`config.mk`:
```
export PLATFORM = sky130hd
export DESIGN_NAME = mbet_div
export DESIGN_NICKNAME = d
export VERILOG_FILES = /design/src/rtl/core/mbet_pkg.sv /design/src/rtl/core/mbet_div.sv
export SDC_FILE = /design/constraint.sdc
export NUM_CORES = 1
export LEC_CHECK = 0
export BUFFER_PORTS_ARGS = -buffer_cell sky130_fd_sc_hd__buf_2
export CORE_ASPECT_RATIO = 0.7
export CORE_MARGIN = 2
export CORE_UTILIZATION = 35
export CTS_CLUSTER_DIAMETER = 30
export DETAILED_ROUTE_END_ITERATION = 6
export PLACE_DENSITY_LB_ADDON = 0.25
export RECOVER_POWER = 25
export SYNTH_ARGS = -nofsm -noshare
export SYNTH_HDL_FRONTEND = slang
export SYNTH_SLANG_ARGS = --single-unit
export TNS_END_PERCENT = 5
```
`constraint.sdc`:
```
create_clock -name clk_i -period 3.25 [get_ports clk_i]
set_input_delay 0.1625 -clock clk_i [delete_from_list [all_inputs] [get_ports clk_i]]
set_output_delay 0.1625 -clock clk_i [all_outputs]
set_load 0.005 [all_outputs]
```
`src/rtl/core/mbet_pkg.sv`:
```
// shared constants and tables for the multibrot escape-time core
package mbet_pkg;

  localparam int ZF       = 28;
  localparam int LogF     = 24;
  localparam int CSteps   = 28;

  localparam logic [32:0] KInv = 33'd40752055;

  typedef logic [0:CSteps-1][31:0] atan_tab_t;
  typedef logic [LogF:1][31:0]     root_tab_t;

  localparam atan_tab_t ATAN = {
    32'h20000000, 32'h12E4051D, 32'h09FB385B, 32'h051111D4, 32'h028B0D43,
    32'h0145D7E1, 32'h00A2F61E, 32'h00517C55, 32'h0028BE53, 32'h00145F2E,
    32'h000A2F98, 32'h000517CC, 32'h00028BE6, 32'h000145F3, 32'h0000A2F9,
    32'h0000517C, 32'h000028BE, 32'h0000145F, 32'h00000A2F, 32'h00000517,
    32'h0000028B, 32'h00000145, 32'h000000A2, 32'h00000051, 32'h00000028,
    32'h00000014, 32'h0000000A, 32'h00000005
  };

  function automatic logic [63:0] isqrt64(input logic [63:0] x);
    logic [63:0] r;
    logic [63:0] b;
    logic [63:0] v;
    r = '0;
    v = x;
    b = 64'h4000_0000_0000_0000;
    for (int i = 0; i < 32; i++) begin
      if (v >= r + b) begin
        v = v - (r + b);
        r = (r >> 1) + b;
      end else begin
        r = r >> 1;
      end
      b = b >> 2;
    end
    return r;
  endfunction

  // chain of square roots of two, 30 fraction bits
  function automatic root_tab_t make_roots();
    root_tab_t   t;
    logic [63:0] r;
    r = 64'h8000_0000;
    for (int j = 1; j <= LogF; j++) begin
      r = isqrt64(r << 30);
      t[j] = r[31:0];
    end
    return t;
  endfunction

  localparam root_tab_t ROOTS = make_roots();

endpackage

```
`src/rtl/core/mbet_div.sv`:
```
// restoring divider for the normalized count, one quotient bit per cycle
module mbet_div
  import mbet_pkg::*;
#(
  parameter int ITER_WIDTH = 12
) (
  input  logic                  clk_i,
  input  logic                  rst_ni,
  input  logic                  start_i,
  input  logic [ITER_WIDTH-1:0] count_i,
  input  logic [ITER_WIDTH-1:0] divisor_i,
  output logic                  done_o,
  output logic [16:0]           quot_o
);

  localparam int DW = ITER_WIDTH + 16;
  localparam int CW = $clog2(DW + 1);

  logic [ITER_WIDTH-1:0] rem_q, rem_d;
  logic [DW-1:0]         quo_q, quo_d;
  logic [CW-1:0]         cnt_q, cnt_d;
  logic                  done_q, done_d;
  logic [ITER_WIDTH:0]   trial;
  logic [ITER_WIDTH:0]   diff;

  assign trial = {rem_q, quo_q[DW-1]};
  assign diff  = trial - {1'b0, divisor_i};

  always_comb begin
    rem_d  = rem_q;
    quo_d  = quo_q;
    cnt_d  = cnt_q;
    done_d = 1'b0;
    if (start_i) begin
      rem_d = '0;
      quo_d = {count_i, 16'b0};
      cnt_d = CW'(DW);
    end else if (cnt_q != '0) begin
      if (trial >= {1'b0, divisor_i}) begin
        rem_d = diff[ITER_WIDTH-1:0];
        quo_d = {quo_q[DW-2:0], 1'b1};
      end else begin
        rem_d = trial[ITER_WIDTH-1:0];
        quo_d = {quo_q[DW-2:0], 1'b0};
      end
      cnt_d = cnt_q - 1'b1;
      if (cnt_q == CW'(1)) done_d = 1'b1;
    end
  end

  always_ff @(posedge clk_i or negedge rst_ni) begin
    if (!rst_ni) begin
      cnt_q  <= '0;
      done_q <= 1'b0;
    end else begin
      cnt_q  <= cnt_d;
      done_q <= done_d;
    end
  end

  always_ff @(posedge clk_i) begin
    rem_q <= rem_d;
    quo_q <= quo_d;
  end

  assign done_o = done_q;
  assign quot_o = (divisor_i == '0) ? 17'd0 : quo_q[16:0];

endmodule

```
## After elaboration in Yosys (flattened, before gate mapping)

Cells that the tools add are included.

| operators by class | value |
|---|---|
| add/sub/neg operators | 2 |
| multiply operators | 0 |
| divide/modulo/power cells | 0 |
| order comparisons | 1 |
| eq/ne operators | 1 |
| shift operators | 0 |
| muxes and demuxes | 10 |
| bitwise logic cells | 0 |
| reduce and logical (&&, ||, !) cells | 3 |

Operator list:

| cell | count |
|---|---|
| $mux W28 | 2 |
| $mux W17 | 1 |
| $ge A13 B12 Y1 | 1 |
| $logic_not A12 Y1 | 1 |
| $mux W12 | 1 |
| $sub A12 B12 Y12 | 1 |
| $mux W5 | 2 |
| $eq A5 B1 Y1 const B | 1 |
| $reduce_bool A5 Y1 | 1 |
| $sub A5 B1 Y5 const B | 1 |
| $mux W1 | 4 |
| $reduce_bool A2 Y1 | 1 |

| storage, ports and cells | value |
|---|---|
| flip-flop bits (word level) | 46 |
| bits in latches | 0 |
| bits in writable memories | 0 |
| ROM bits | 0 |
| input port bits | 27 |
| output and inout port bits | 18 |
| logic and storage cells | 22 |
| memories kept | 0 |

## Longest topological paths before layout

| logic depth | value |
|---|---|
| word-level depth | 4 |
| mapped depth | 9 |
| depth with buffers taken out | 9 |

## Least setup slack after synthesis

OpenSTA, ideal clock, no wires.

| timing path | value |
|---|---|
| kind | register to register |
| start | register rem_q[3] |
| end | register rem_q[0] |
| library setup time | 0.120 ns |
| data arrival time | 1.832 ns |
| data required time | 3.130 ns |
| setup slack | 1.299 ns |
| cell stages (with the launch flop) | 7 |
| buffers on the path | 0 |
| period minus slack after synthesis | 1.951 ns |
| cells stage by stage | dfxtp_1 -> ha_1 -> a21o_1 -> o21ba_2 -> o31ai_4 -> a21oi_1 -> o31a_1 |

| between the ends | value |
|---|---|
| cells in the longest elaborated chain, start to end | 2 |

Ends and longest elaborated chain:

| element | line | source |
|---|---|---|
| start: declaration | mbet_div.sv:19 | `logic [ITER_WIDTH-1:0] rem_q, rem_d;` |
| start signal: assignment | mbet_div.sv:62 | `rem_q <= rem_d;` |
| $ge A13 B12 Y1 | mbet_div.sv:39 | `if (trial >= {1'b0, divisor_i}) begin` |
| $mux W12 | mbet_div.sv:39 |  |

No other way between the ends.
A chain may end at the register's enable or synchronous reset.

## Worst setup path in the final report

| timing path | value |
|---|---|
| start | register quo_q[27] |
| end | register rem_q[8] |

| between the ends | value |
|---|---|
| cells in the longest elaborated chain, start to end | 2 |
| elaborated cells on any way between the ends | 3 |
| those cells by class | add/sub: 1; order compare: 1; mux: 1 |

Ends and longest elaborated chain:

| element | line | source |
|---|---|---|
| start: declaration | mbet_div.sv:20 | `logic [DW-1:0] quo_q, quo_d;` |
| start signal: assignment | mbet_div.sv:63 | `quo_q <= quo_d;` |
| $sub A12 B12 Y12 or $ge A13 B12 Y1 (tied branches) | mbet_div.sv:27, mbet_div.sv:39 |  |
| $mux W12 * | mbet_div.sv:39 |  |

Every way passes the cells marked *; elsewhere a longest branch is shown, timed or not.

==> results.yml <==
status:
  status: "finished clean"
routing:
  drc: 0
  vias: 2476
  wire_per_inst_um: 13.9
  drt_iter0_markers: 120
  viasPerCell: 5.17
  finalWirelength_um: 6650
  firstDrtPassIters: 4
  drtAntennaViolNets: 0
yosys:
  synth_top_area_share_pct: 19.8
  yosysMostFrequentCell: "nand2_1"
  synth_area_um2: 2830
  ys_seq_area_share_pct: 37.9
  avgSynthCellArea_um2: 8.39
  synth_ff_type: "dfxtp_1"
  syn_nets: 379
  ys_ff_latch: 46
  synthTopCellsByCount: "nand2_1 (70), dfxtp_1 (28), a21oi_1 (26)"
  ys_types: 53
  yosys.area.top_type: "dfxtp_1"
  synth_edf_count: 12
  yosysWarningCount: 0
  synth_area_leaders: "dfxtp_1 (20%), edfxtp_1 (13%), nand2_1 (9.3%)"
  async_reset_ff_share_pct: 13.0
  syn-instance-count: 337
finish:
  fill_cells: 809
  antennaDiodeCount: 0
  drive_gt1_share_pct: 17.2
  fin_nets: 419
  final_area_um2: 3230
  area_growth_pct: 14.3
clocking:
  cts_hold_buf: 1
  cts_setup_buffers: 0
  clk-insertion-delay-late_ns: 0.28
  cts_resized: 0
  cts_buffers: 5
  cts.sinks: 46
  cts.path.max_buffers: 2
  cts_root_buf: "clkbuf_16"
  htreeDepth: 2
  cts_tree: "built"
  clk_pin_slew_ns: 0.06
floorplan:
  start_util_pct: 36.1
  coreArea_um2: 7840
  ioPinCount: 45
  rows: 27
  die_area_um2: 8820
  die_h_um: 79.2
  die-width_um: 111
placement:
  numPortBuffers: 44
  dpl_cell_area_um2: 3080
  post-dp-hpwl_um: 4860
  gp_congestion: 0.846
  dp_slack_ns: 1.01
sta:
  hold_viol: 0
  maxSlewHeadroom_pct: 64.2
  period_needed_ns: 2.28
  worstMarginPinSlew_ns: 0.535
  finClkSkew_ns: 0.00287
  post-route-period-util_pct: 70.2
  drv_slew: 0
  setup_viol: 0
  tns_ns: 0
  rsz0062_at_grt: "no"
  postLayoutSetupSlackWorst_ns: 0.967
  max_freq_mhz: 438
critical_path:
  crit_buf_inv: 1
  regToRegSetupSlack_ns: 0.97
  cp_max_fo: 3
  crit_slowest_cell: "fa_1"
  start_kind: "register"
  critical-path-max-stage-delay_ns: 0.42
  setup.worst_path.end_class: "register"
  crit_family: "compound AO/OA/AOI/OAI gates"
  path_cells: "inv_1 > ha_1 > fa_1 > nor2b_1 > o2111ai_1 > a31oi_1 > xor2_1 > o21ai_1 > a311oi_1"
  crit_required_ns: 3.44
  path_class: "register to register"
  worst_ep_arrival_time_ns: 2.47
grt:
  grt_usage_pct: 15.4
  use_met1_pct: 22.3
  grt-ovfl-total: 0
  antenna_found_initial: 0
  grtUsageMet2_pct: 23.0
  met3_usage_pct: 3.97
  grt_max_degree: 38
  busiest_layer: "met2"
  grt_pass1_wl_um: 11100
  grt_pass1_vias: 2264
power:
  vdd_ir_drop_max_v: 0.000201
  power_frac_seq_pct: 37.2
  intPower_mw: 1.28
  switching_share_pct: 34.6
  cellPowerDensity_nw_per_um2: 603
  pwr-share-comb_pct: 36.6
  clkPwrFrac_pct: 26.2
  leakage_nw: 1.41
  power.switching_mw: 0.674
job:
  drv_cap: 0
worst_hold_path:
  hold_class: "input port to register"
==> flip-flops by register name, summed over array words and instances, names as in the netlist <==
name    cells
quo_q      28
rem_q      12
cnt_q       5
done_o      1
==> per-layer routing <==
| layer | wire (um) | vias to the layer above | share of wire [%] |
|---|---|---|---|
| li1 | - | 1266 | - |
| met3 | 394 | 5 | 5.9 |
| met4 | 49 | 0 | 0.74 |
| met1 | 3440 | 1146 | 52 |
| met2 | 2770 | 59 | 42 |
| met5 | 0 | - | 0 |
==> through the flow <==
stage               std cells  total power [mW]  hold slack, ns  utilization [%]
floorplan                 337              1.31          -0.133                -
global placement          470              1.44         0.00478             39.3
detailed placement        470              1.44         0.00506             39.3
CTS                       479              1.96           0.154             41.3
global route              479              2.09           0.182             41.2
finish                    479              1.95           0.160             41.2
==> cells by family after synthesis <==
group | synth area share [%]
AOI/OAI and AO/OA | 21.0
xor gates and xnor gates | 2.17
adders and majority gates | 6.91
buffers and inverters | 6.68
DFF | 37.9
and+or+nand+nor | 25.3
==> worst reg2reg max path: stages (launching register included) <==
cell	delay [ns]
edfxtp_1	0.34
inv_1	0.06
ha_1	0.20
fa_1	0.42
nor2b_1	0.18
o2111ai_1	0.21
a31oi_1	0.24
xor2_1	0.17
o21ai_1	0.09
a311oi_1	0.27
==> area by class of cell <==
| class | instances | area, um2 | area share, % |
|---|---|---|---|
| Timing Repair Buffer | 49 | 258 | 7.98 |
| Sequential cell | 46 | 1070 | 33.2 |
| Multi-Input combinational cell | 258 | 1560 | 48.4 |
| Inverter | 17 | 63.8 | 1.98 |
| Clock inverter | 1 | 5.00 | 0.155 |
| Tap cell | 101 | 126 | 3.91 |
| Clock buffer | 7 | 143 | 4.42 |
==> power groups by stage <==
stage	Clock (mW)	Sequential (mW)	Combinational (mW)
after floorplan	0	0.716	0.592
after global placement	0	0.736	0.703
final	0.511	0.725	0.712
after global routing	0.550	0.737	0.800
after detailed placement	0	0.739	0.702
after CTS	0.525	0.726	0.708
==> path summary, 6_finish.rpt <==
kind	start	to	depth (start not counted)
max	quo_q[27]	rem_q[8]	9
min	count_i[2]	quo_q[18]	3
max reg2reg	quo_q[27]	rem_q[8]	9
min reg2reg	quo_q[6]	quo_q[6]	2
max in group asynchronous	rst_ni	cnt_q[4]	2
min in group asynchronous	rst_ni	cnt_q[1]	2
==> cell usage in the layout (no fill, tap or decap), drive strengths merged, types with 2 or more instances in the layout <==
master,count
nand2,71
buf,46
dfxtp,28
a21oi,26
o21ai,21
and2,20
nor2,19
inv,17
ha,14
edfxtp,12
nand3,9
clkbuf,9
nor4,6
a311oi,6
dfrtp,6
nand2b,5
xnor2,5
a211oi,5
o31ai,5
a21o,4
or3,4
a31oi,4
nor3,4
o2111ai,3
nor2b,2
o311ai,2
o22ai,2
xor2,2
or2,2
o211ai,2
Note: power is estimated with default switching activity, not from simulation.
